<file path="src/hdl/cas_pkg.sv">
// shared types and constants of the cave smoothing unit
// no dependencies; imported by every module of the block
`default_nettype none

package cas_pkg;

  // geometry limits
  localparam int unsigned MaxWidth  = 1024;
  localparam int unsigned MaxHeight = 1024;
  localparam int unsigned MaxPasses = 4;

  // column and row position of a cell; rows run past the frame during flush
  localparam int unsigned ColW = $clog2(MaxWidth);
  localparam int unsigned RowW = $clog2(MaxHeight + MaxPasses + 2);

  // register field widths
  localparam int unsigned DimW     = 11;
  localparam int unsigned BandW    = 9;
  localparam int unsigned ThrW     = 4;
  localparam int unsigned PassW    = 3;
  localparam int unsigned CntW     = 4;
  localparam int unsigned CfgIdxW  = 3;
  localparam int unsigned CfgDataW = 11;
  localparam int unsigned TdataW   = 8;

  typedef enum logic [CfgIdxW-1:0] {
    CfgGridWidth,
    CfgGridHeight,
    CfgBorderCols,
    CfgBorderRows,
    CfgThreshold,
    CfgPasses
  } cas_cfg_reg_e;

  // geometry in use, already clamped
  typedef struct packed {
    logic [DimW-1:0]  width;
    logic [DimW-1:0]  height;
    logic [BandW-1:0] bcols;
    logic [BandW-1:0] brows;
    logic [ThrW-1:0]  thresh;
  } cas_geom_t;

  // one cell moving down the pass chain
  typedef struct packed {
    logic            vld;    // slot holds a beat
    logic            ok;     // stream index at this pass is not negative
    logic            live;   // index lies inside the frame
    logic            last;   // index is the final cell of the frame
    logic            solid;
    logic [ColW-1:0] col;
    logic [RowW-1:0] row;
  } cas_tok_t;

  typedef struct packed {
    logic solid;
    logic last;
  } cas_res_t;

endpackage

`default_nettype wire

</file>
<file path="src/hdl/cas_pass.sv">
// one smoothing pass: two-row line buffer memory, 3x3 window and rule
// depends on cas_pkg
`default_nettype none

module cas_pass
  import cas_pkg::*;
(
  input  wire logic      clk_i,
  input  wire logic      rst_ni,
  input  wire logic      en_i,
  input  wire logic      clear_i,
  input  wire logic      active_i,
  input  wire cas_geom_t geom_i,
  input  wire cas_tok_t  tok_i,
  output cas_tok_t       tok_o
);

  // line buffer: bit 0 is the row above the incoming one, bit 1 two rows above
  logic [1:0] lb_mem [MaxWidth];
  logic [1:0] rd_q;

  cas_tok_t tok_b_q;
  cas_tok_t tok_o_q;
  cas_tok_t tok_o_d;

  logic [2:0] win_a_q;  // column two beats back
  logic [2:0] win_b_q;  // column one beat back

  logic            rd_en;
  logic            wr_en;
  logic [2:0]      col_new;
  logic [2:0]      lc;
  logic [2:0]      mc;
  logic [2:0]      rc;
  logic [ColW-1:0] cx;
  logic [RowW-1:0] cy;
  logic            c_ok;
  logic            x_first;
  logic            x_final;
  logic            y_first;
  logic            y_final;
  logic            in_band;
  logic [CntW-1:0] cnt;
  logic            smoothed;

  assign rd_en = en_i && !clear_i && active_i && tok_i.vld && tok_i.ok;
  assign wr_en = en_i && !clear_i && active_i && tok_b_q.vld && tok_b_q.ok;

  always_ff @(posedge clk_i) begin
    if (rd_en) begin
      rd_q <= lb_mem[tok_i.col];
    end
    if (wr_en) begin
      lb_mem[tok_b_q.col] <= {rd_q[0], tok_b_q.solid};
    end
  end

  always_ff @(posedge clk_i or negedge rst_ni) begin
    if (!rst_ni) begin
      win_a_q <= '0;
      win_b_q <= '0;
    end else if (wr_en) begin
      win_a_q <= win_b_q;
      win_b_q <= col_new;
    end
  end

  always_comb begin
    col_new = {rd_q, tok_b_q.solid};

    // centre sits one row and one column behind the incoming cell
    if (tok_b_q.col == '0) begin
      cx = ColW'(geom_i.width - DimW'(1));
      cy = tok_b_q.row - RowW'(2);
    end else begin
      cx = tok_b_q.col - ColW'(1);
      cy = tok_b_q.row - RowW'(1);
    end
    c_ok = tok_b_q.ok && ((tok_b_q.row > RowW'(1)) ||
                          ((tok_b_q.row == RowW'(1)) && (tok_b_q.col != '0)));

    x_first = (cx == '0);
    x_final = (DimW'(cx) == geom_i.width - DimW'(1));
    y_first = (cy == '0);
    y_final = (cy == RowW'(geom_i.height) - RowW'(1));

    // neighbours off the map count as solid
    lc = x_first ? 3'b111 : win_a_q;
    mc = win_b_q;
    rc = x_final ? 3'b111 : col_new;
    if (y_first) begin
      lc[2] = 1'b1;
      mc[2] = 1'b1;
      rc[2] = 1'b1;
    end
    if (y_final) begin
      lc[0] = 1'b1;
      mc[0] = 1'b1;
      rc[0] = 1'b1;
    end

    cnt = '0;
    for (int k = 0; k < 3; k++) begin
      cnt = cnt + CntW'(lc[k]) + CntW'(mc[k]) + CntW'(rc[k]);
    end

    in_band = (DimW'(cx) < DimW'(geom_i.bcols)) ||
              ((DimW'(cx) + DimW'(geom_i.bcols)) >= geom_i.width) ||
              (cy < RowW'(geom_i.brows)) ||
              (((RowW+1)'(cy) + (RowW+1)'(geom_i.brows)) >= (RowW+1)'(geom_i.height));

    if (in_band) begin
      smoothed = 1'b1;
    end else if (cnt > geom_i.thresh) begin
      smoothed = 1'b1;
    end else if (cnt < geom_i.thresh) begin
      smoothed = 1'b0;
    end else begin
      smoothed = win_b_q[1];
    end

    if (active_i) begin
      tok_o_d.vld   = tok_b_q.vld;
      tok_o_d.ok    = c_ok;
      tok_o_d.live  = (cy < RowW'(geom_i.height));
      tok_o_d.last  = x_final && y_final;
      tok_o_d.solid = smoothed;
      tok_o_d.col   = cx;
      tok_o_d.row   = cy;
    end else begin
      tok_o_d = tok_b_q;
    end
  end

  always_ff @(posedge clk_i or negedge rst_ni) begin
    if (!rst_ni) begin
      tok_b_q <= '0;
      tok_o_q <= '0;
    end else if (clear_i) begin
      tok_b_q.vld <= 1'b0;
      tok_o_q.vld <= 1'b0;
    end else if (en_i) begin
      tok_b_q <= tok_i;
      tok_o_q <= tok_o_d;
    end
  end

  assign tok_o = tok_o_q;

  // within a frame the reader is one column ahead of the writer
  a_no_same_col: assert property (@(posedge clk_i) disable iff (!rst_ni)
    (rd_en && wr_en && (tok_i.row != '0)) |-> (tok_i.col != tok_b_q.col))
    else $error("line buffer read and write hit the same column");

  a_idle_no_write: assert property (@(posedge clk_i) disable iff (!rst_ni)
    !active_i |-> !wr_en)
    else $error("bypassed pass wrote its line buffer");

  a_clear_flush: assert property (@(posedge clk_i) disable iff (!rst_ni)
    clear_i |=> (!tok_b_q.vld && !tok_o_q.vld))
    else $error("pass kept a beat across a restart");

endmodule

`default_nettype wire

</file>
<file path="config.mk">
export PLATFORM = sky130hd
export DESIGN_NAME = cas_pass
export DESIGN_NICKNAME = d
export VERILOG_FILES = /design/src/hdl/cas_pkg.sv /design/src/hdl/cas_pass.sv
export SDC_FILE = /design/constraint.sdc
export NUM_CORES = 2
export LEC_CHECK = 0
export BUFFER_PORTS_ARGS = -buffer_cell sky130_fd_sc_hd__buf_2
export CORE_UTILIZATION = 55
export DETAILED_ROUTE_END_ITERATION = 16
export PLACE_DENSITY = 0.74
export SYNTH_ARGS = -nofsm -noshare
export SYNTH_HDL_FRONTEND = slang
export SYNTH_SLANG_ARGS = --single-unit
export TNS_END_PERCENT = 1
</file>
<file path="constraint.sdc">
create_clock -name clk_i -period 15.2 [get_ports clk_i]
set_input_delay 2.28 -clock clk_i [delete_from_list [all_inputs] [get_ports clk_i]]
set_output_delay 2.28 -clock clk_i [all_outputs]
set_load 0.02 [all_outputs]
</file>
After elaboration in Yosys (flattened, before gate mapping)
Memories as Yosys holds them, arrays and structs flattened. A register that Yosys moved wholly into a read port is not among the register bits.
Index checks and enable logic that the tools add are counted.
- output and inout port bits: 26
- bits in latches: 0
- memory bits (writable): 2048
- logic and storage cells: 84
- ROM bits: 0
- flip-flop bits (word level): 58
- memories: 1
- input port bits: 75
- add/subtract/negate cells: 15
- div/mod/pow operators: 0
- $lt $le $gt $ge: 8
- reduce and logical (&&, ||, !) cells: 20
- multipliers: 0
- bitwise logic cells: 1
- mux-type cells: 20
- shift-type cells: 0
- equal/unequal tests: 3
- memories (name ; depth ; bits a word ; rd ports ; clocked after memory_dff ; wr ports ; RTL line ; source):
    lb_mem ; 1024 ; 2 ; 1 ; 1 ; 1 ; cas_pass.sv:19 ; logic [1:0] lb_mem [MaxWidth];
- operators by type and width (operator ; number):
    $mux 26 ; 2
    $sub 11x1->11 const B ; 3
    $mux 25 ; 1
    $add 4x1->4 ; 5
    $logic_not 10->1 ; 2
    $mux 1 ; 13
    $add 11x9->12 ; 1
    $ge 12x11->1 ; 1
    $add 10x9->11 ; 1
    $eq 10x11->1 ; 1
    $eq 11x1->1 const B ; 1
    $eq 11x11->1 ; 1
    $ge 11x11->1 ; 1
    $gt 11x1->1 const B ; 1
    $logic_not 11->1 ; 1
    $lt 11x11->1 ; 1
    $lt 11x9->1 ; 1
    $mux 11 ; 1
    $sub 11x2->11 const B ; 1
    $lt 10x9->1 ; 1
    $mux 10 ; 1
    $reduce_bool 10->1 ; 1
    $sub 10x1->10 const B ; 1
    $logic_and 1x1->1 ; 9
    11 further kinds ; 15

Depth between registers and ports, before layout
- depth in word-level cells: 20
- gate-level depth with buffers: 31

Worst setup path after synthesis
OpenSTA, ideal clock, no wires.
- path kind: register to register
- start: register rd_q[0] (read register of lb_mem)
- end: register tok_o_q, in the netlist tok_o[21]
- arrival: 16.253 ns
- period minus slack after synthesis: 16.377 ns
- data required time: 15.076 ns
- setup slack: -1.177 ns
- cell stages (with the launch flop): 17
- cell sequence: edfxtp_1 nor2_1 fa_1 inv_1 fa_1 inv_1 fa_1 inv_1 ha_1 nor2b_1 o21a_1 o21a_1 o22ai_1 nand4_1 nor2_1 o311ai_0 o31a_1
- cells in the longest elaborated chain, start to end: 10
- elaborated cells on any way between the ends: 11
- those cells by class: 4 x add/sub; 2 x order compare; 5 x mux
- RTL lines (what ; RTL line ; source):
    from (decl) ; cas_pass.sv:20 ; logic [1:0] rd_q;
    $mux 3 * ; cas_pass.sv:90 ; rc = x_final ? 3'b111 : col_new;
    $add 4x1->4 * (4 in a row) ; cas_pass.sv:104 ; cnt = cnt + CntW'(lc[k]) + CntW'(mc[k]) + CntW'(rc[k]);
    $lt 4x4->1 ; cas_pass.sv:116 ; end else if (cnt < geom_i.thresh) begin
    $mux 1 ; cas_pass.sv:116 ;
    $mux 1 * ; cas_pass.sv:114 ; end else if (cnt > geom_i.thresh) begin
    $mux 1 * ; cas_pass.sv:112 ; if (in_band) begin
    $mux 25 * ; cas_pass.sv:122 ; if (active_i) begin
    to (signal assigned) ; cas_pass.sv:144 ; tok_o_q <= tok_o_d;
    to (decl) ; cas_pass.sv:23 ; cas_tok_t tok_o_q;
Mark *: on every way between the ends. The rest lies on a longest branch, timed or not.
A chain may end at the register's enable or synchronous reset.

Final worst setup path
- start: register tok_b_q[11] (netlist bit)
- end: register tok_o_q, in the netlist tok_o[21]
- cells in the longest elaborated chain, start to end: 18
- elaborated cells on any way between the ends: 39
- those cells by class: 11 x add/sub; 6 x order compare; 2 x eq/ne; 14 x mux; 6 x reduce/logical
- RTL lines (what ; RTL line ; source):
    from (decl) ; cas_pass.sv:22 ; cas_tok_t tok_b_q;
    from (signal assigned) ; cas_pass.sv:143 ; tok_b_q <= tok_i;
    $sub 10x1->10 or $logic_not 10->1 (tied branches) ; cas_pass.sv:76, cas_pass.sv:72 ;
    $mux 10 ; cas_pass.sv:72 ; if (tok_b_q.col == '0) begin
    $logic_not 10->1 ; cas_pass.sv:82 ; x_first = (cx == '0);
    $mux 3 ; cas_pass.sv:88 ; lc = x_first ? 3'b111 : win_a_q;
    $mux 1 ; cas_pass.sv:96 ; if (y_final) begin
    $add 1x1->2 ; cas_pass.sv:104 ;
    $add 2x1->3 ; cas_pass.sv:104 ;
    $add 3x1->4 ; cas_pass.sv:104 ;
    $add 4x1->4 (5 in a row) ; cas_pass.sv:104 ;
    $lt 4x4->1 ; cas_pass.sv:116 ;
    $mux 1 ; cas_pass.sv:116 ;
    $mux 1 ; cas_pass.sv:114 ;
    $mux 1 * ; cas_pass.sv:112 ;
    $mux 25 * ; cas_pass.sv:122 ;
Marks and branches as above.

==> reports/results.ini <==
[status]
status = completed

[global_routing]
grt_util_all_layers_pct = 27.3
gr-total-overflow = 0
grt_max_degree = 241
grt_pass1_vias = 49400
antenna_found_initial = 8
grt_pass1_wl_um = 324000

[routing]
drc_errors = 0
wire_per_inst_um = 29.1
drtPass1Iterations = 5
drtAntennaViolNets = 0
via_per_inst = 6.42
num_vias = 48500
drt-total-wl_um = 220000
first_iter_violations = 6925

[floorplanning]
design.die.area_um2 = 164000
start_util_pct = 55.4
ioPinCount = 101
die_y_um = 404
design.core.area_um2 = 161000
rows = 147
dieWidth_um = 404

[finish]
post_route_cells_drive_above_1_share_pct = 21.6
regArea_um2 = 63000
finalInstanceArea_um2 = 98100
final_nets = 5381
syn_to_final_growth_pct = 10.2
final_common_cell = edfxtp_1
final_cell_mix = 2050 x edfxtp_1, 1078 x nor2_1, 596 x mux4_2
multi_input_area_um2 = 24100
instances_no_fill = 7547
fillers = 11300

[logic_synthesis]
yosysSeqAreaShare_pct = 70.7
ys_ff_latch = 2108
synth-compound-area-share_pct = 1.86
synth_mux_area_share_pct = 16.3
ys_async_sr_fraction_pct = 2.75
syn_area_um2 = 89100
synthSimpleGateAreaFrac_pct = 6.71
netlist_instances = 5195
synth_fa_ha_area_share_pct = 1.41
synthDistinctLibCells = 69
synth_nets = 5366
synth_ff_type = edfxtp_1
synth_top_family_by_area = multiplexers
synth_area_per_cell_um2 = 17.1
synth_edf_count = 2050
synth_warnings = 0
synth_xor_area_share_pct = 0.669

[placed_design]
dpl-instance-area_um2 = 91700
dp_cells = 7169
gp_congestion = 0.902
port_buffers = 100
place_ws_ns = 5.90
dp_hpwl_um = 122000

[hold_path]
hp-class = register to register
holdPathStages = 2

[power]
total_power_uw = 12400
leakagePower_uw = 0.0308
seqPwrFrac_pct = 52.3
comb_power_share_pct = 7.7
p_int_uw = 9580
cellPowerDensity_nw_per_um2 = 126
netSwitchingFraction_pct = 22.6
clkPwrFrac_pct = 40.0
p_sw_uw = 2800
ir_worst_vdd_v = 0.000139

[clock_tree]
holdBufCountCts = 0
worst_skew_pair.late_latency_ns = 0.84
cts_resized = 0
root_buffer = clkbuf_16
cts_setup_buffers = 0
cts.clk_slew.worst_paths_ns = 0.07
cts.path.max_buffers = 3
cts_tree = yes
h-tree-depth = 4
cts_buffers = 198
cts.sinks = 2108

[timing]
worstMarginPinSlew_ns = 1.26
max_freq_ghz = 0.117
setup_ws_ns = 6.65
fin_crit_ns = 8.55
maxSlewHeadroom_pct = 16.0
report.final.slew_viol_count = 0
finalCritPeriodShare_pct = 56.2
grt_setup_unrepaired = false
hold_viol_final = 0
fin_hold_ws_ns = 0.472
clock_skew_ns = 0.0451
finalSetupViolations = 0

[worst_setup_path]
worstSetupPathType = register to register
cp.arrival_ns = 9.27
critPathLaunchType = register
cp.required_ns = 15.93
cp_slowest_cell = nand3_1
rr_worst_depth = 30
crit_fanout = 15
end_kind = register
critPathMaxStageDelay_ns = 0.78

[flow_run]
max_cap_viol_count = 0

==> stage by stage <==
step	utilization [%]	TNS, ns
after floorplan	-	-0.488
after global routing	61.0	0
after CTS	61.0	0
after global placement	57.0	0
after detailed placement	57.0	0
final	61.1	0
==> registers in the layout (all words and copies together), names as in the netlist <==
signal / cells
rd_q: 2
win_a_q: 3
tok_b_q: 25
col_new: 1
win_b_q: 3
lb_mem: 2048
tok_o: 26
==> layout make-up <==
cell class,instances,share of cell area (%)
Antenna cell,6,0.0153
Timing Repair Buffer,214,1.50
Sequential cell,2108,64.2
Clock inverter,126,1.31
Tap cell,2160,2.75
Multi-Input combinational cell,2596,24.6
Inverter,92,0.352
Clock buffer,245,5.27
==> synthesized netlist by cell type (9+ instances only) <==
master / number / area [um^2]
xor2_1: 24 / 210
buf_1: 27 / 101
nor3_1: 36 / 180
mux2i_1: 95 / 951
dfrtp_1: 58 / 1450
a2111oi_0: 9 / 78.8
o21a_1: 12 / 90.1
inv_1: 91 / 342
o211ai_1: 11 / 82.6
nor3b_1: 10 / 75.1
buf_2: 63 / 315
mux2_2: 14 / 158
or3_1: 9 / 56.3
nand3_1: 26 / 130
edfxtp_1: 2050 / 61600
mux4_2: 596 / 13400
nor4_1: 14 / 87.6
buf_4: 21 / 158
o22ai_1: 14 / 87.6
a21oi_1: 61 / 305
nand2b_1: 12 / 75.1
ha_1: 89 / 1110
and3_1: 18 / 113
o21ai_0: 68 / 340
a211oi_1: 14 / 105
nand2_1: 198 / 743
a22oi_1: 14 / 105
xnor2_1: 44 / 385
nor2b_1: 21 / 131
nand4_1: 9 / 56.3
clkbuf_1: 282 / 1060
nor2_1: 1078 / 4050
==> critical path, delay by kind of cell, from the launching register on <==
family                   cells  cell delay [ns]
buffers and inverters        6             0.46
AO/OA/AOI/OAI                8             1.77
flip-flops                   1             0.49
XOR/XNOR                     2             0.53
adder cells (fa/ha/maj)      7             2.87
AND/OR/NAND/NOR              7             2.35
==> routing by layer <==
layer	GRT usage, %	routed length (um)	part of all wire (%)
met4	9.50	7440	3.4
met5	0	21	0.0096
met1	38.1	82000	37
met2	44.0	108000	49
met3	4.74	22400	10
==> cell families after synthesis <==
family,after synthesis
compound gates,259
simple gates,1467
flops,2108
mux,706
buf+inv,491
xor+xnor,68
fa+ha+maj,96
==> power groups by stage <==
stage	logic [uW]	clock network (uW)	registers, uW
after floorplan	594	0	6710
after detailed placement	940	0	6590
after global routing	1030	5220	6470
final	952	4960	6470
after CTS	948	5000	6470
after global placement	931	0	6590
==> final timing paths <==
| check | from | to | slack (ns) |
|---|---|---|---|
| min in group asynchronous | rst_ni | tok_o[14] | 1.37 |
| setup reg to reg | tok_b_q[11] | tok_o[21] | 6.65 |
| max in group asynchronous | rst_ni | col_new[0] | 12.84 |
| hold reg to reg | tok_o[4] | tok_o[4] | 0.47 |
| hold / removal | tok_o[4] | tok_o[4] | 0.47 |
| setup / recovery | tok_b_q[11] | tok_o[21] | 6.65 |
No activity file was read; power rests on OpenSTA's default activity.
