[src/hdl/cas_pkg.sv]
// shared types and constants of the cave smoothing unit
// no dependencies; imported by every module of the block
`default_nettype none

package cas_pkg;

  // geometry limits
  localparam int unsigned MaxWidth  = 1024;
  localparam int unsigned MaxHeight = 1024;
  localparam int unsigned MaxPasses = 4;

  // column and row position of a cell; rows run past the frame during flush
  localparam int unsigned ColW = $clog2(MaxWidth);
  localparam int unsigned RowW = $clog2(MaxHeight + MaxPasses + 2);

  // register field widths
  localparam int unsigned DimW     = 11;
  localparam int unsigned BandW    = 9;
  localparam int unsigned ThrW     = 4;
  localparam int unsigned PassW    = 3;
  localparam int unsigned CntW     = 4;
  localparam int unsigned CfgIdxW  = 3;
  localparam int unsigned CfgDataW = 11;
  localparam int unsigned TdataW   = 8;

  typedef enum logic [CfgIdxW-1:0] {
    CfgGridWidth,
    CfgGridHeight,
    CfgBorderCols,
    CfgBorderRows,
    CfgThreshold,
    CfgPasses
  } cas_cfg_reg_e;

  // geometry in use, already clamped
  typedef struct packed {
    logic [DimW-1:0]  width;
    logic [DimW-1:0]  height;
    logic [BandW-1:0] bcols;
    logic [BandW-1:0] brows;
    logic [ThrW-1:0]  thresh;
  } cas_geom_t;

  // one cell moving down the pass chain
  typedef struct packed {
    logic            vld;    // slot holds a beat
    logic            ok;     // stream index at this pass is not negative
    logic            live;   // index lies inside the frame
    logic            last;   // index is the final cell of the frame
    logic            solid;
    logic [ColW-1:0] col;
    logic [RowW-1:0] row;
  } cas_tok_t;

  typedef struct packed {
    logic solid;
    logic last;
  } cas_res_t;

endpackage

`default_nettype wire

[src/hdl/cas_out_fifo.sv]
// two-entry result buffer that decouples the pass chain from the receiver
// depends on cas_pkg
`default_nettype none

module cas_out_fifo
  import cas_pkg::*;
(
  input  wire logic     clk_i,
  input  wire logic     rst_ni,
  input  wire logic     clear_i,
  input  wire logic     push_i,
  input  wire cas_res_t res_i,
  output logic          out_valid_o,
  input  wire logic     out_ready_i,
  output cas_res_t      res_o,
  output logic          full_o
);

  cas_res_t   head_q;
  cas_res_t   tail_q;
  logic [1:0] count_q;
  logic       pop;

  assign pop = out_valid_o && out_ready_i;

  always_ff @(posedge clk_i) begin
    if (push_i && pop) begin
      if (count_q == 2'd1) begin
        head_q <= res_i;
      end else begin
        head_q <= tail_q;
        tail_q <= res_i;
      end
    end else if (push_i) begin
      if (count_q == 2'd0) begin
        head_q <= res_i;
      end else begin
        tail_q <= res_i;
      end
    end else if (pop) begin
      head_q <= tail_q;
    end
  end

  always_ff @(posedge clk_i or negedge rst_ni) begin
    if (!rst_ni) begin
      count_q <= 2'd0;
    end else if (clear_i) begin
      count_q <= 2'd0;
    end else if (push_i && !pop) begin
      count_q <= count_q + 2'd1;
    end else if (pop && !push_i) begin
      count_q <= count_q - 2'd1;
    end
  end

  assign out_valid_o = (count_q != 2'd0);
  assign full_o      = (count_q == 2'd2);
  assign res_o       = head_q;

  a_no_overflow: assert property (@(posedge clk_i) disable iff (!rst_ni)
    push_i |-> (count_q != 2'd2))
    else $error("result pushed into a full buffer");

  a_count_range: assert property (@(posedge clk_i) disable iff (!rst_ni)
    count_q != 2'd3)
    else $error("result buffer count out of range");

  a_clear_empty: assert property (@(posedge clk_i) disable iff (!rst_ni)
    clear_i |=> (count_q == 2'd0))
    else $error("result buffer not empty after restart");

endmodule

`default_nettype wire

[config.mk]
export PLATFORM = sky130hd
export DESIGN_NAME = cas_out_fifo
export DESIGN_NICKNAME = d
export VERILOG_FILES = /design/src/hdl/cas_pkg.sv /design/src/hdl/cas_out_fifo.sv
export SDC_FILE = /design/constraint.sdc
export NUM_CORES = 1
export LEC_CHECK = 0
export BUFFER_PORTS_ARGS = -buffer_cell sky130_fd_sc_hd__buf_2
export CAP_MARGIN = 20
export CORE_AREA = 5 5 42 44
export CTS_CLUSTER_SIZE = 10
export DETAILED_ROUTE_END_ITERATION = 10
export DIE_AREA = 0 0 47 49
export PLACE_DENSITY_LB_ADDON = 0.15
export SETUP_SLACK_MARGIN = 0.05
export SLEW_MARGIN = 5
export SYNTH_ARGS = -nofsm -noshare
export SYNTH_HDL_FRONTEND = slang
export SYNTH_SLANG_ARGS = --single-unit
export TNS_END_PERCENT = 10
[constraint.sdc]
create_clock -name clk_i -period 1.7 [get_ports clk_i]
set_input_delay 0.34 -clock clk_i [delete_from_list [all_inputs] [get_ports clk_i]]
set_output_delay 0.34 -clock clk_i [all_outputs]
set_load 0.02 [all_outputs]
* Yosys cells after proc, flatten, opt, wreduce, memory -nomap -nowiden
Index checks and enable logic that the tools add are counted.
** Operators by class
- Add/sub/neg operators :: 2
- $mul :: 0
- Div/mod/pow operators :: 0
- Magnitude comparators :: 0
- Equality and inequality tests :: 5
- Shift operators :: 0
- Mux-type cells :: 12
- Bitwise operators :: 0
- Reductions and logical operators :: 13
** Operators by type and width (number)
- two-way mux 2 bit :: 12
- nonzero test 3 bit :: 2
- logical AND 1 bit :: 4
- inequality test 2 bit, second input constant :: 2
- nonzero test 2 bit :: 2
- inequality test 3 x 1 -> 1 bit, second input constant :: 1
- AND reduction 3 bit :: 1
- adder 2 x 1 -> 2 bit, second input constant :: 1
- == test 2 x 1 -> 1 bit, second input constant :: 1
- == test 2 bit, second input constant :: 1
- logical NOT 1 bit :: 2
- logical NOT 2 bit :: 1
- AND reduction 2 bit :: 1
- subtractor 2 x 1 -> 2 bit, second input constant :: 1
** Storage, ports and cells
- Flip-flop bits (word level) :: 6
- Latch bits :: 0
- Bits in writable memories :: 0
- Memory bits (read-only) :: 0
- Input port bits :: 7
- Output and inout port bits :: 4
- Word-level logic and storage cells :: 37
- Memories kept :: 0

* Logic depth before layout (Yosys ltp)
Gate-level depths: netlist (run 1).
- Depth after elaboration :: 6
- Depth in mapped cells :: 5
- Depth with buffers taken out :: 5

* Worst setup path after synthesis (run 1)
Ideal clock, no wire load.
- Path kind :: register to register
- From :: register count_q[0]
- To :: register head_q, in the netlist res_o[0], data pin
- Setup time :: 262 ps
- Arrival time :: 1284 ps
- Required time :: 1438 ps
- Slack :: 154 ps
- Stages on the path, launching flop included :: 6
- Buffers on the path :: 0
- Clock period less this slack :: 1546 ps
- Cell sequence :: dfrtp_1 inv_1 ha_1 nand2b_4 o21ai_1 mux2_1
** On the way
- Word-level cells in the longest chain between the ends :: 4
- Elaborated cells between the ends (all ways) :: 6
- Those cells by class :: eq/ne (1); mux (2); reduce/logical (3)
** Ends and longest elaborated chain
- from (decl) :: line cas_out_fifo.sv:21 : logic [1:0] count_q;
- from (signal assigned) :: line cas_out_fifo.sv:51 : count_q <= count_q + 2'd1;
- from (signal assigned) :: line cas_out_fifo.sv:53 : count_q <= count_q - 2'd1;
- nonzero test 2 bit :: line cas_out_fifo.sv:57 : assign out_valid_o = (count_q != 2'd0);
- logical AND 1 bit :: line cas_out_fifo.sv:24 : assign pop = out_valid_o && out_ready_i;
- logical AND 1 bit :: line cas_out_fifo.sv:27 : if (push_i && pop) begin
- two-way mux 2 bit * :: line cas_out_fifo.sv:27
- to (signal assigned) :: line cas_out_fifo.sv:29 : head_q <= res_i;
- to (signal assigned) :: line cas_out_fifo.sv:31 : head_q <= tail_q;
- to (signal assigned) :: line cas_out_fifo.sv:36 : head_q <= res_i;
- to (decl) :: line cas_out_fifo.sv:19 : cas_res_t head_q;
Every way passes the cells marked *; elsewhere a longest branch is shown, timed or not.
A chain may end at the register's enable or synchronous reset.

* Final worst setup path (run 1)
- From :: register count_q[0]
- To :: register head_q, in the netlist res_o[1], data pin
Same word-level chain as after synthesis.

==> metrics.txt, run 1 <==
Max-Cap Viols 0; Setup violations, final 0; Arr. time, crit path 1.57 ns; Clock Tree Buf Depth 2; Reg2Reg Capture Point res_o[1]$_DFFE_PP_; worst r2r src count_q[0]$_DFFE_PN0P_; Net Sw Frac 36.01%; Async SR Flop Fraction between 30 and 40%; layout cell share with drive strength beyond 1 between 40 and 50%; CTS clk-pin slew, worst paths about 0.040 ns; DP Worst Slack ~0.038 ns; CTS Root Cell clkbuf_4; Largest stage delay, worst path approximately 0.38 ns; post-synthesis cell type count 17; clock latency on the worst-skew pair roughly 0.24 ns; dpl hpwl between 500 and 600 µm; Syn Area/Cell around 11 µm²; status finished clean; synth-to-layout area growth 41.61%; number of global-route vias before repair 291; CP Launch Type flip-flop; logic gate share of total power about 51%; P_sw around 0.00028 W; WHS Path Cells 2; Required @ worst endpoint about 1.7 ns; Ports 11; P_leak 0.2297 nW; CP Capture Point res_o[1]$_DFFE_PP_; worst rel slew slack 88.52%; min-delay src clear_i; most common cell after layout, fill and taps aside buf_2; CP cell instances inv_1 -> ha_1 -> nand2b_4 -> o21ai_2 -> mux2_1; via/cell ratio 4.262; Final WS setup between 0.1 and 0.15 ns; core area 1401 µm²; HP Class in -> reg; Crit Path Max Fanout 3; Register Area 170.2 µm²; nature of the critical path endpoint flip-flop; ys flop type edfxtp_1; Worst-Margin Slew about 0.17 ns; Pwr Density 1588 nW/µm²; Synth Warn # 0; Multi-input gate area roughly 160 µm²; crit path time final roughly 1.6 ns; die boundary height roughly 49 µm; Synth Net Count 40; worst-case register-to-register setup slack 0.11 ns; Layout Nets 60; drt total wl roughly 700 µm; global-route wire length before repair 1110 µm; Max IR drop VDD about 0.56 mV; unrepaired setup endpoints after global routing false; Initial Utilization approximately a quarter; most frequent cells in the layout buf_2 (10), buf_4 (5), nand2_1 (4), edfxtp_1 (4); netlist area before placement around 340 µm²; Post-Layout Cell Count 65; Final Cycle Share between 90% and 100%; via count about 280; # diodes 0; # placed instances 56; crit path kind reg -> reg; part of the power in registers ~31%; final core utilization roughly a third; Mapped Cells 30; Fin. Hold Viols 0; gpl congestion 0.7253; Critical Path Start count_q[0]$_DFFE_PN0P_; overflow left after global routing 0; final setup skew between 0.005 and 0.006 ns; largest net degree at the start of global routing 9; CTS tree yes; Iter 0 DRT Violations 0; die area roughly 2300 µm²; total CTS buffers 3; standard-cell rows 14; synthesized flop and latch total 6; crit path max-delay cell type dfrtp_1; Die Wd ~47 µm; Residual DRC 0; setup tns final 0 ns; WL per Instance ~11 µm; clock sink count 6; P_int a little under 0.0005 W; # port buffers 10; antenna-violating nets left 0; initial antenna violation count 0; clock power share between 15 and 20%; final slew viol count 0; Worst R2R Path Depth 5; f_max around 0.63 GHz; Post-synth EDFFs 4; drt first pass iters 1; fillers 150; htree depth 1; GR Util All Layers roughly 7.1%; sequential-to-total area share from yosys stat between 40 and 50%
[area by class of cell]
class | count | area share [%]
clock buffers | 4 | 5.412
repair buffers | 16 | 20.10
well taps | 16 | 4.124
inverters | 3 | 2.320
flip-flops and latches | 6 | 35.05
multi-input cells | 20 | 32.99
[registers in the layout, indices dropped and copies added, names as in the netlist]
signal	count
tail_q	2
count_q	2
res_o	2
[worst max-delay path, delay by kind of cell, from the launching register on]
family,cells,cell delay (ns)
flip-flops,1,0.38
multiplexers,1,0.34
adder cells (fa/ha/maj),1,0.22
AO/OA/AOI/OAI,1,0.16
AND/OR/NAND/NOR,1,0.15
buffers and inverters,1,0.08
[what timing repair did]
action                     4_1_cts  5_1_grt
hold endpoints to repair         2        0
buffers inserted                 0        4
setup endpoints to repair        1        3
hold buffers                     1        0
gates resized for setup          1        0
[per-stage QoR]
| stage | total power [W] | hold slack, ns | cell area (µm²) |
|---|---|---|---|
| CTS | 0.0007303 | 0.2613 | 455.4 |
| finish | 0.0007708 | 0.2709 | 485.5 |
| floorplan | 0.0004758 | 0.04441 | 342.8 |
| global placement | 0.0005640 | 0.1247 | 415.4 |
| detailed placement | 0.0005748 | 0.1287 | 415.4 |
| global route | 0.0008226 | 0.2724 | 485.5 |
[metal layers]
layer  up-vias  share of wire, %  track usage (%)
met3         0               2.4            1.107
met1       135                37            6.473
li1        138                 -                -
met4         0                 0            6.912
met5         -                 0                0
met2         4                61            11.99
[cells in the mapped netlist (all sizes together) (2+ instances only)]
library cell | number | area [µm²]
nand2b | 2 | 20.02
xnor2 | 2 | 17.52
dfrtp | 2 | 50.05
ha | 3 | 37.54
inv | 3 | 11.26
edfxtp | 4 | 120.1
nand2 | 4 | 15.01
mux2 | 3 | 33.78
[worst min path at each step]
stage,end,slack [ns]
floorplan,count_q[0]$_DFFE_PN0P_,0.04
global placement,count_q[0]$_DFFE_PN0P_,0.12
detailed placement,count_q[0]$_DFFE_PN0P_,0.13
CTS,count_q[0]$_DFFE_PN0P_,0.26
global route,count_q[1]$_DFFE_PN0P_,0.27
finish,count_q[0]$_DFFE_PN0P_,0.27
[kinds of logic (layout without fill, tap and decap cells)]
family | after synthesis | after routing | synth area share (%)
AO/OA/AOI/OAI | 2 | 2 | 3.284
XOR/XNOR | 2 | 2 | 5.110
adder cells (fa/ha/maj) | 3 | 3 | 10.95
buffers and inverters | 4 | 23 | 4.743
flip-flops | 6 | 6 | 49.64
multiplexers | 3 | 3 | 9.853
AND/OR/NAND/NOR | 10 | 10 | 16.42
[power by group through the flow]
stage | Clock, W | Sequential (W) | Combinational, W
finish | 0.000139 | 0.000239 | 0.000393
global route | 0.000148 | 0.000244 | 0.000432
CTS | 0.000148 | 0.000245 | 0.000338
detailed placement | 0 | 0.000247 | 0.000328
global placement | 0 | 0.000245 | 0.000319
floorplan | 0 | 0.000263 | 0.000213
No activity file was read; power rests on OpenSTA's default activity.
==> run 2: changes to the inputs <==
--- a/config.mk
+++ b/config.mk
@@ -12,6 +12,7 @@
 export DETAILED_ROUTE_END_ITERATION = 10
 export DIE_AREA = 0 0 47 49
 export PLACE_DENSITY_LB_ADDON = 0.15
+export REMOVE_ABC_BUFFERS = 1
 export SETUP_SLACK_MARGIN = 0.05
 export SLEW_MARGIN = 5
 export SYNTH_ARGS = -nofsm -noshare
==> run 2 against run 1 <==
Net effect: flip-flop and latch count is the same; register-to-register slack is essentially flat; first-iteration DRC count grew 2; combinational power shrank 11%; clock power is essentially flat; non-clock buffer count shrank 3; critical path type unchanged.
==> metrics.txt, run 2 (synthesis results as in run 1) <==
P_leak 0.2140 nW (was 0.2297 nW); setup tns final 0 ns (unchanged); largest net degree at the start of global routing 9 (unchanged); Net Sw Frac 36.25% (was 36.01%); Initial Utilization 24.46% (unchanged); clock latency on the worst-skew pair 0.24 ns (about the same); # port buffers 10 (unchanged); Setup violations, final 0 (unchanged); via/cell ratio 4.210 (was 4.262); Layout Nets 57 (was 60); overflow left after global routing 0 (unchanged); final setup skew 0.0003215 ns (was 0.005463 ns); Ports 11 (unchanged); unrepaired setup endpoints after global routing false (unchanged); P_int 0.0004629 W (was 0.0004932 W); CP Launch Type flip-flop (unchanged); # placed instances 56 (unchanged); Residual DRC 0 (unchanged); part of the power in registers 32.9% (was 31.0%); min-delay src clear_i (unchanged); CTS Root Cell clkbuf_4 (unchanged); HP Class in -> reg (unchanged); Design Area, Final 462.9 µm² (was 485.5 µm²); die boundary height 49 µm (unchanged); # diodes 0 (unchanged); drt first pass iters 2 (was 1); Worst-Margin Slew 0.1715 ns (was 0.1709 ns); nature of the critical path endpoint flip-flop (unchanged); CTS clk-pin slew, worst paths 0.05 ns (was 0.04 ns); number of global-route vias before repair 307 (was 291); Clock Tree Buf Depth 2 (unchanged); synth-to-layout area growth 35.04% (was 41.61%); gpl congestion 0.7106 (was 0.7253); global-route wire length before repair 1179 µm (was 1110 µm); GR Util All Layers 7.077% (unchanged); status finished clean (unchanged); standard-cell rows 14 (unchanged); WL per Instance 10.45 µm (was 11.08 µm); DP Worst Slack 0.06144 ns (was 0.03780 ns); Final Cycle Share 92.80% (was 93.42%); Crit Path Max Fanout 3 (unchanged); antenna-violating nets left 0 (unchanged); via count 261 (was 277); placed cell areas 415.4 µm² (unchanged); core area 1401 µm² (unchanged); htree depth 1 (unchanged); Fin. Hold Viols 0 (unchanged); CTS tree yes (unchanged); Worst R2R Path Depth 5 (unchanged); crit path time final 1.578 ns (was 1.588 ns); total CTS buffers 3 (unchanged); logic gate share of total power 48.0% (was 51.0%); die area 2303 µm² (unchanged); fillers 157 (was 150); worst r2r src count_q[0]$_DFFE_PN0P_ (unchanged); dpl hpwl 544.1 µm (was 574.3 µm); WHS Path Cells 2 (unchanged); final slew viol count 0 (unchanged); worst-case register-to-register setup slack 0.12 ns (was 0.11 ns); Required @ worst endpoint 1.68 ns (about the same); layout cell share with drive strength beyond 1 39.13% (was 42.86%); Final WS setup 0.1224 ns (was 0.1119 ns); Reg2Reg Capture Point res_o[0]$_DFFE_PP_ (was res_o[1]$_DFFE_PP_); most common cell after layout, fill and taps aside buf_2 (unchanged); Max-Cap Viols 0 (unchanged); most frequent cells in the layout buf_2 (10), nand2_1 (4), edfxtp_1 (4) (was buf_2 (10), buf_4 (5), nand2_1 (4), edfxtp_1 (4)); initial antenna violation count 0 (unchanged); clock sink count 6 (unchanged); crit path kind reg -> reg (unchanged); WHS Endpoint count_q[0]$_DFFE_PN0P_ (unchanged); Die Wd 47 µm (unchanged); Post-Layout Cell Count 62 (was 65); f_max 0.6339 GHz (was 0.6297 GHz); Iter 0 DRT Violations 2 (was 0); P_sw 0.0002632 W (was 0.0002775 W); Pwr Density 1568 nW/µm² (was 1588 nW/µm²); Max IR drop VDD 0.4395 mV (was 0.5571 mV); Arr. time, crit path 1.56 ns (was 1.57 ns); drt total wl 648 µm (was 720 µm); worst rel slew slack 88.49% (was 88.52%); clock power share 19.1% (was 18.0%)
==> run 2: power by group through the flow <==
stage          registers (W)  clock network, W  logic (W)
2_1_floorplan       0.000263                 0   0.000211
5_1_grt             0.000242          0.000159   0.000395
4_1_cts             0.000241          0.000151   0.000339
6_report            0.000239          0.000139   0.000348
3_5_place_dp        0.000243                 0   0.000330
3_3_place_gp        0.000243                 0   0.000319
==> run 2: timing repair <==
action                     CTS  global route
hold buffers                 1             0
buffers inserted             0             1
resized for setup            1             0
hold endpoints to repair     2             0
setup endpoints to repair    2             2
==> run 2: layout make-up <==
type                            instances  area [µm²]  share of cell area [%]
Inverter                                3       11.26                   2.432
Clock buffer                            4       26.28                   5.676
Tap cell                               16       20.02                   4.324
Sequential cell                         6       170.2                   36.76
Multi-Input combinational cell         20       160.2                   34.59
Timing Repair Buffer                   13       75.07                   16.22
==> run 2: routing by layer <==
layer  vias up  routed length (µm)  GRT usage [%]
met5         -                   0              0
met4         0                   0          5.530
met3         0                  13          1.107
met2         4                 359          11.31
met1       125                 275          7.813
li1        132                   -              -
==> run 2: how the worst max path moves through the flow <==
stage | startpoint | to | cells after the start
finish | count_q[0]$_DFFE_PN0P_ | res_o[0]$_DFFE_PP_ | 5
global route | count_q[1]$_DFFE_PN0P_ | res_o[1]$_DFFE_PP_ | 5
CTS | count_q[0]$_DFFE_PN0P_ | res_o[0]$_DFFE_PP_ | 5
detailed placement | count_q[1]$_DFFE_PN0P_ | res_o[1]$_DFFE_PP_ | 5
global placement | count_q[0]$_DFFE_PN0P_ | res_o[0]$_DFFE_PP_ | 5
floorplan | count_q[0]$_DFFE_PN0P_ | res_o[0]$_DFFE_PP_ | 5
==> run 2: critical path: stages, from the launching register on <==
cell and delay (ns):
dfrtp_1 0.37, inv_1 0.08, ha_1 0.23, nand2b_4 0.15, o21ai_2 0.15, mux2_1 0.34
==> run 2: through the flow <==
| stage | utilization (%) | total power, W | hold slack [ns] |
|---|---|---|---|
| final | 33.04 | 0.0007261 | 0.2631 |
| after global routing | 33.04 | 0.0007962 | 0.2551 |
| after CTS | 32.50 | 0.0007316 | 0.2497 |
| after detailed placement | 29.64 | 0.0005729 | 0.1321 |
| after global placement | 29.64 | 0.0005615 | 0.1300 |
| after floorplan | - | 0.0004733 | 0.04441 |
